<file path="src/rtl/assert_macros.svh">
// Assertion macros for the RTL, included by the top-level operator.
`ifndef ASSERT_MACROS_SVH
`define ASSERT_MACROS_SVH

// Same-cycle implication, checked on every rising edge outside reset.
`define ASSERT_IMP(label, ante, cons) \
  label: assert property (@(posedge clk) disable iff (rst) (ante) |-> (cons)) \
    else $error("assertion failed");

// Next-cycle implication, checked on every rising edge outside reset.
`define ASSERT_NXT(label, ante, cons) \
  label: assert property (@(posedge clk) disable iff (rst) (ante) |=> (cons)) \
    else $error("assertion failed");

`endif

</file>
<file path="src/rtl/cpmo_pkg.sv">
// Types, codes and arithmetic helpers of the cutting-plane matrix operator.
`default_nettype none
package cpmo_pkg;

  localparam int NODE_W = 6;
  localparam int VAL_W  = 64;
  localparam int ACC_W  = 70;   // exact sum of up to 21 signed 64-bit entries

  // Opcodes
  localparam logic [1:0] OP_WRITE  = 2'd0;
  localparam logic [1:0] OP_READ   = 2'd1;
  localparam logic [1:0] OP_CUT    = 2'd2;
  localparam logic [1:0] OP_UPDATE = 2'd3;

  // Cut sizes
  localparam logic [1:0] SZ_TRI  = 2'd0;
  localparam logic [1:0] SZ_PENT = 2'd1;
  localparam logic [1:0] SZ_HEPT = 2'd2;

  // Configuration register
  localparam logic       REG_ACTIVE_NODES = 1'b0;
  localparam logic [6:0] ACTIVE_NODES_RST = 7'd64;

  localparam logic [63:0] VAL_MAX = 64'h7FFF_FFFF_FFFF_FFFF;
  localparam logic [63:0] VAL_MIN = 64'h8000_0000_0000_0000;

  typedef struct packed {
    logic [1:0]        opcode;
    logic [1:0]        cut_size;
    logic [2:0]        cut_type;
    logic [5:0]        node0;
    logic [5:0]        node1;
    logic [5:0]        node2;
    logic [5:0]        node3;
    logic [5:0]        node4;
    logic [5:0]        node5;
    logic [5:0]        node6;
    logic signed [63:0] value_in;
  } req_t;

  typedef struct packed {
    logic signed [63:0] result_value;
    logic               index_error;
    logic               overflow;
  } rsp_t;

  typedef struct packed {
    logic [6:0] mask;     // negated nodes
    logic       upd_ok;   // update does something
  } sign_t;

  typedef struct packed {
    logic        ovf;
    logic [63:0] value;
  } sat_t;

  // Sign vector of a cut; size is already clamped to heptagon
  function automatic sign_t neg_mask(input logic [1:0] size, input logic [2:0] ctype);
    sign_t r;
    r.upd_ok = 1'b1;
    r.mask   = 7'd0;
    case (size)
      SZ_TRI: begin
        case (ctype)
          3'd1:    r.mask = 7'd0;
          3'd2:    r.mask = 7'd4;
          3'd3:    r.mask = 7'd2;
          default: r.mask = 7'd1;
        endcase
      end
      SZ_PENT: begin
        case (ctype)
          3'd1:    r.mask = 7'd0;
          3'd2:    r.mask = 7'd1;
          3'd3:    r.mask = 7'd3;
          default: begin r.mask = 7'd3; r.upd_ok = 1'b0; end
        endcase
      end
      default: begin
        case (ctype)
          3'd1:    r.mask = 7'd0;
          3'd2:    r.mask = 7'd1;
          3'd3:    r.mask = 7'd3;
          3'd4:    r.mask = 7'd7;
          default: begin r.mask = 7'd7; r.upd_ok = 1'b0; end
        endcase
      end
    endcase
    return r;
  endfunction

  // Add a signed magnitude to a two's complement value, saturating
  function automatic sat_t sat_add(input logic [63:0] base, input logic neg,
                                   input logic [63:0] mag);
    logic [65:0] b;
    logic [65:0] mg;
    logic [65:0] t;
    sat_t        r;
    b = {{2{base[63]}}, base};
    mg = {2'b00, mag};
    t = neg ? (b - mg) : (b + mg);
    if (t[65:63] == 3'b000 || t[65:63] == 3'b111) begin
      r.ovf   = 1'b0;
      r.value = t[63:0];
    end else begin
      r.ovf   = 1'b1;
      r.value = t[65] ? VAL_MIN : VAL_MAX;
    end
    return r;
  endfunction

endpackage
`default_nettype wire

</file>
<file path="src/rtl/cpmo_div3.sv">
// Divide by three, sixteen quotient bits per cycle by reciprocal multiplication.
`default_nettype none
module cpmo_div3 (
  input  wire logic                      clk,
  input  wire logic                      rst,
  input  wire logic                      start,
  input  wire logic [cpmo_pkg::ACC_W-1:0] num,
  output logic                           done,
  output logic [cpmo_pkg::ACC_W-1:0]      quot
);
  import cpmo_pkg::*;

  localparam int DIG  = 16;
  localparam int NDIG = (ACC_W + DIG - 1) / DIG;
  localparam int SW   = NDIG * DIG;
  localparam int CW   = $clog2(NDIG + 1);
  // ceil(2^19 / 3): exact floor(x / 3) for every x below 2^19
  localparam logic [17:0] RECIP = 18'd174763;

  logic [CW-1:0]  cnt;
  logic           running;
  logic [SW-1:0]  sh;
  logic [1:0]     rem;
  logic [DIG+1:0] x;
  logic [35:0]    prod;
  logic [DIG-1:0] qd;
  logic [DIG+1:0] rx;

  // next quotient digit: carried remainder on top of the next 16 numerator bits
  assign x    = {rem, sh[SW-1 -: DIG]};
  assign prod = {18'd0, x} * {18'd0, RECIP};
  assign qd   = prod[19 +: DIG];
  assign rx   = x - ({2'b00, qd} + {1'b0, qd, 1'b0});
  assign quot = sh[ACC_W-1:0];

  // control
  always_ff @(posedge clk) begin
    if (rst) begin
      running <= 1'b0;
      done    <= 1'b0;
      cnt     <= '0;
    end else begin
      done <= 1'b0;
      if (start) begin
        running <= 1'b1;
        cnt     <= CW'(NDIG);
      end else if (running) begin
        cnt <= cnt - 1'b1;
        if (cnt == CW'(1)) begin
          running <= 1'b0;
          done    <= 1'b1;
        end
      end
    end
  end

  // numerator digits shift out on top, quotient digits shift in below
  always_ff @(posedge clk) begin
    if (start) begin
      sh  <= {{(SW-ACC_W){1'b0}}, num};
      rem <= 2'd0;
    end else if (running) begin
      sh  <= {sh[SW-DIG-1:0], qd};
      rem <= rx[1:0];
    end
  end

endmodule
`default_nettype wire

</file>
<file path="config.mk">
export PLATFORM = sky130hd
export DESIGN_NAME = cpmo_div3
export DESIGN_NICKNAME = d
export VERILOG_FILES = /design/src/rtl/assert_macros.svh /design/src/rtl/cpmo_pkg.sv /design/src/rtl/cpmo_div3.sv
export SDC_FILE = /design/constraint.sdc
export NUM_CORES = 1
export LEC_CHECK = 0
export BUFFER_PORTS_ARGS = -buffer_cell sky130_fd_sc_hd__buf_2
export CAP_MARGIN = 20
export CORE_MARGIN = 5
export CORE_UTILIZATION = 23
export DETAILED_ROUTE_END_ITERATION = 6
export HOLD_SLACK_MARGIN = 0.1
export MAX_ROUTING_LAYER = met4
export PLACE_DENSITY = 0.39
export SYNTH_ARGS = -nofsm -noshare
export SYNTH_HDL_FRONTEND = slang
export SYNTH_SLANG_ARGS = --single-unit
</file>
<file path="constraint.sdc">
create_clock -name clk -period 7.1 [get_ports clk]
set_input_delay 0 -clock clk [delete_from_list [all_inputs] [get_ports clk]]
set_output_delay 0 -clock clk [all_outputs]
set_load 0.005 [all_outputs]
</file>
# [Word-level counts from Yosys, hierarchy flattened]
# Index checks and enable logic that the tools add are counted.
[op_classes] mul=1 eq_ne=1 muxes=8 addsub=3 n_reduce_logical=3 bitwise=1
[op_table] cell="two-way mux 70 bit" n=2
[op_table] cell="multiplier 18 x 18 -> 35 bit, second input constant" n=1
[op_table] cell="two-way mux 3 bit" n=2
[op_table] cell="two-way mux 1 bit" n=4
[op_table] cell="equality test 3 x 1 -> 1 bit, second input constant" n=1
[op_table] cell="OR reduction 3 bit" n=1
[op_table] cell="subtractor 3 x 1 -> 3 bit, second input constant" n=1
[op_table] cell="adder 2 bit" n=1
[op_table] cell="nonzero test 2 bit" n=1
[op_table] cell="OR reduction 2 bit" n=1
[op_table] cell="subtractor 2 bit" n=1
[op_table] cell="inverter 1 bit" n=1
[word_totals] out_inout_bits=71 wordCells=24 ff_bits=87 inputBits=73

# [Logic depth before layout (Yosys ltp)]
[logic_depth] depth_word=4 ltp_mapped=22 depth_no_buf=22

# [Worst setup path after synthesis]
# No wires, ideal clock.
[synth_path] path_type="reg2reg" startpoint="register sh[65]" endpoint="register rem[1]" path_slack_ns=1.543 setup_ns=0.115 path_buffers=0 t_required_ns=6.985 arrival_ns=5.443 stages_incl_launch_ff=22 cell_sequence="edfxtp_1 -> ha_1 -> xor2_1 -> ha_1 -> inv_1 -> fa_1 -> inv_1 -> fa_1 -> fa_1 -> fa_1 -> ha_1 -> a211o_1 -> a31oi_1 -> o211ai_1 -> o22a_1 -> xor2_1 -> ha_1 -> xor2_1 -> xnor2_1 -> nor2b_1 -> o221a_2 -> a2111oi_0"
[synth_via] elab_chain_cells=3
[synth_lines] element="start: declaration" line="cpmo_div3.sv:22" rtl="logic [SW-1:0] sh;"
[synth_lines] element="start signal: assignment" line="cpmo_div3.sv:60" rtl="sh <= {{(SW-ACC_W){1'b0}}, num};"
[synth_lines] element="start signal: assignment" line="cpmo_div3.sv:63" rtl="sh <= {sh[SW-DIG-1:0], qd};"
[synth_lines] element="multiplier 18 x 18 -> 35 bit" line="cpmo_div3.sv:31" rtl="assign prod = {18'd0, x} * {18'd0, RECIP};"
[synth_lines] element="adder 2 bit" line="cpmo_div3.sv:33" rtl="assign rx = x - ({2'b00, qd} + {1'b0, qd, 1'b0});"
[synth_lines] element="subtractor 2 bit *" line="cpmo_div3.sv:33"
[synth_lines] element="end signal: assignment" line="cpmo_div3.sv:64" rtl="rem <= rx[1:0];"
[synth_lines] element="end: declaration" line="cpmo_div3.sv:23" rtl="logic [1:0] rem;"
# Mark *: on every way between the ends. The rest lies on a longest branch, timed or not.
# A chain may end at the register's enable or synchronous reset.

# [Worst setup path after layout]
# Ends and elaborated chain as after synthesis.

==> flow_summary.toml <==
[cells_and_area]
seq_area_um2 = 2440
diodes = 0
final_nets = 1386
layout.cells.non_filler = 1599
multiInputGateArea_um2 = 6060
fill_cells = 4578
area_growth_pct = 19.1
drive_above_1_share_pct = 22.2

[worst_setup_path]
crit_path_start_kind = "register"
crit_slowest_cell = "edfxtp_1"
endpoint_kind = "register"
cp.arrival_ps = 6470
slowest_delay_ps = 600
crit_chain = "ha_1 -> xor2_1 -> ha_1 -> inv_1 -> fa_1 -> inv_1 -> fa_1 -> fa_1 -> fa_1 -> ha_1 -> a211o_1 -> a31oi_1 -> o211ai_1 -> o22a_1 -> xor2_1 -> ha_1 -> xor2_1 -> xnor2_1 -> nor2b_1 -> o221a_2 -> a2111oi_0"
worstPathRequired_ps = 7320
crit_type = "reg -> reg"
critPathMaxFanout = 9

[synth]
synth_warnings = 0
synth_area_leaders = "fa_1 (22%), edfxtp_1 (21%), ha_1 (20%)"
synthTopCellsByCount = "inv_1 (214), ha_1 (158), fa_1 (107), buf_4 (70), edfxtp_1 (70)"
synth_top_cell_by_area = "fa_1"
ys.flop_type = "edfxtp_1"
netlist_instances = 901
synth-edff-count = 70
yosysSeqAreaShare_pct = 24.7
avgSynthCellArea_um2 = 11.0
ys_ff_latch = 87
syn_nets = 1239
synthesis.area_um2 = 9880
synth.most_common_cell = "inv_1"
synth_cell_type_count = 55
async_flop_share_pct = 0
synth_top_area_share_pct = 21.7

[floorplan]
die_h_um = 217
core_area_um2 = 42800
fp-row-count = 76
die_w_um = 217
start_util_pct = 23.1
die-area_um2 = 47200
ioPinCount = 144

[drt]
vias = 6425
drt_iter0_drc = 207
drc = 0
wl_per_cell_um = 16.4
via_per_inst = 4.02
drtPass1Iterations = 4
wirelength_um = 26300
antenna_left = 0

[pwr]
p_total_uw = 4810
powerDensity_nw_per_um2 = 409
p_leak_uw = 0.00569
vdd_drop_max_mv = 0.350

[global_routing]
grt_max_degree = 71
overflow = 0
grt_pass1_vias = 7222
grt_usage_pct = 11.9
grt_pass1_wl_um = 42200
grt_antenna_before_repair = 0

[sta]
max_slew_margin_pct = 30.0
skew_ps = 11.5
setup_viol = 0
rsz0062_at_grt = "no"
worst_pin_slew_ps = 1050
finalCritPeriodShare_pct = 88.0
max_freq_ghz = 0.160
setup_tns_ps = 0
drv_slew = 0
period_minus_slack_ps = 6250
timing_hold_violations_final = 0

[worst_hold_path]
hp-class = "in -> reg"

[clock_network]
cts_resized = 0
root_buffer = "clkbuf_16"
cts_made_buffers = 9
cts.clk_slew.worst_paths_ps = 70
htree_num_levels = 3
postCtsSetupRepairBufs = 0
clk_latency_ps = 350
clk_path_buf_depth = 2
cts_num_sinks = 87
holdBufCountCts = 71
cts_tree = "done"

[placed_design]
port_buffers = 143
place_hpwl_um = 22100
dp_cells = 1512
place.gp.congestion = 0.791

[flow_run]
cap_viol_max_count = 0

[status]
run_status = "finished clean"
## per-stage QoR
stage	setup slack [ps]	hold WS (ps)	cell area, um^2	utilization [%]
global route	449	339	11800	27.5
finish	853	310	11800	27.5
detailed placement	827	244	10800	25.1
floorplan	1540	72.4	9880	-
global placement	863	244	10800	25.1
CTS	790	293	11800	27.5
## final timing paths
check / startpoint / to / slack (ps) / depth (start not counted)
worst max-delay path: sh[65] / rem[1] / 850 / 21
worst min-delay path: start / sh[11] / 310 / 2
worst max register to register: sh[65] / rem[1] / 850 / 21
worst min register to register: cnt[1] / cnt[1] / 500 / 2
## layer usage
layer | wire length (um) | track usage (%) | vias up
met5 | 0 | - | -
met4 | 238 | 2.09 | 0
met3 | 526 | 1.34 | 17
met2 | 12700 | 19.5 | 66
met1 | 12800 | 16.2 | 3154
li1 | - | - | 3188
## cell type report
type,instances,area share (%)
clock buffers,9,1.91
repair buffers,220,12.5
multi-input cells,516,51.5
inverters,214,6.83
well taps,546,5.81
flip-flops and latches,87,20.8
clock inverters,7,0.659
## critical path, delay by kind of cell, from the launching register on
| family | cells | cell delay (ps) |
|---|---|---|
| xor+xnor | 4 | 940 |
| compound gates | 6 | 1320 |
| simple gates | 1 | 70 |
| flops | 1 | 600 |
| fa+ha+maj | 8 | 3060 |
| buf+inv | 2 | 140 |
## layout by cell type (no fill, tap or decap), types with 2 or more instances in the layout
cell type,synthesis,layout
nor2_1,25,25
inv_6,0,2
buf_2,0,142
o21a_1,12,12
nor3_1,6,6
nand2b_1,5,5
edfxtp_1,70,70
mux2_2,56,56
dfxtp_1,17,17
o22ai_1,3,3
mux2i_1,11,11
a21o_1,2,2
ha_1,158,158
dlygate4sd3_1,0,71
a211oi_1,5,5
and3_1,5,5
o21ai_0,12,12
or3_1,2,2
nor4b_1,2,2
nor3b_1,2,2
o31ai_1,6,6
xnor2_1,11,11
fa_1,107,107
and2_1,3,3
xor2_1,6,6
nand2_1,20,20
a2111oi_0,2,2
nand3_1,3,3
a21oi_1,18,18
nand4_1,2,2
inv_1,214,214
a211o_1,3,3
buf_4,70,7
o211ai_1,6,6
clkinv_2,0,2
clkbuf_16,0,9
## state kept, by name, indices dropped and copies added, names as in the netlist
name / cells
done: 1
cnt: 3
rem: 2
running: 1
sh: 80
## logic make-up after synthesis
group | share of synthesized area [%]
buffers and inverters | 14.0
adder cells (fa/ha/maj) | 41.7
flip-flops | 24.7
AND/OR/NAND/NOR | 4.36
AO/OA/AOI/OAI | 6.24
multiplexers | 7.50
XOR/XNOR | 1.51
## power breakdown
group	total (uW)	internal, uW	switching, uW
clock network	500	278	223
registers	789	705	84.4
logic	3520	1530	1990
Power figures use the tool's default switching activity.
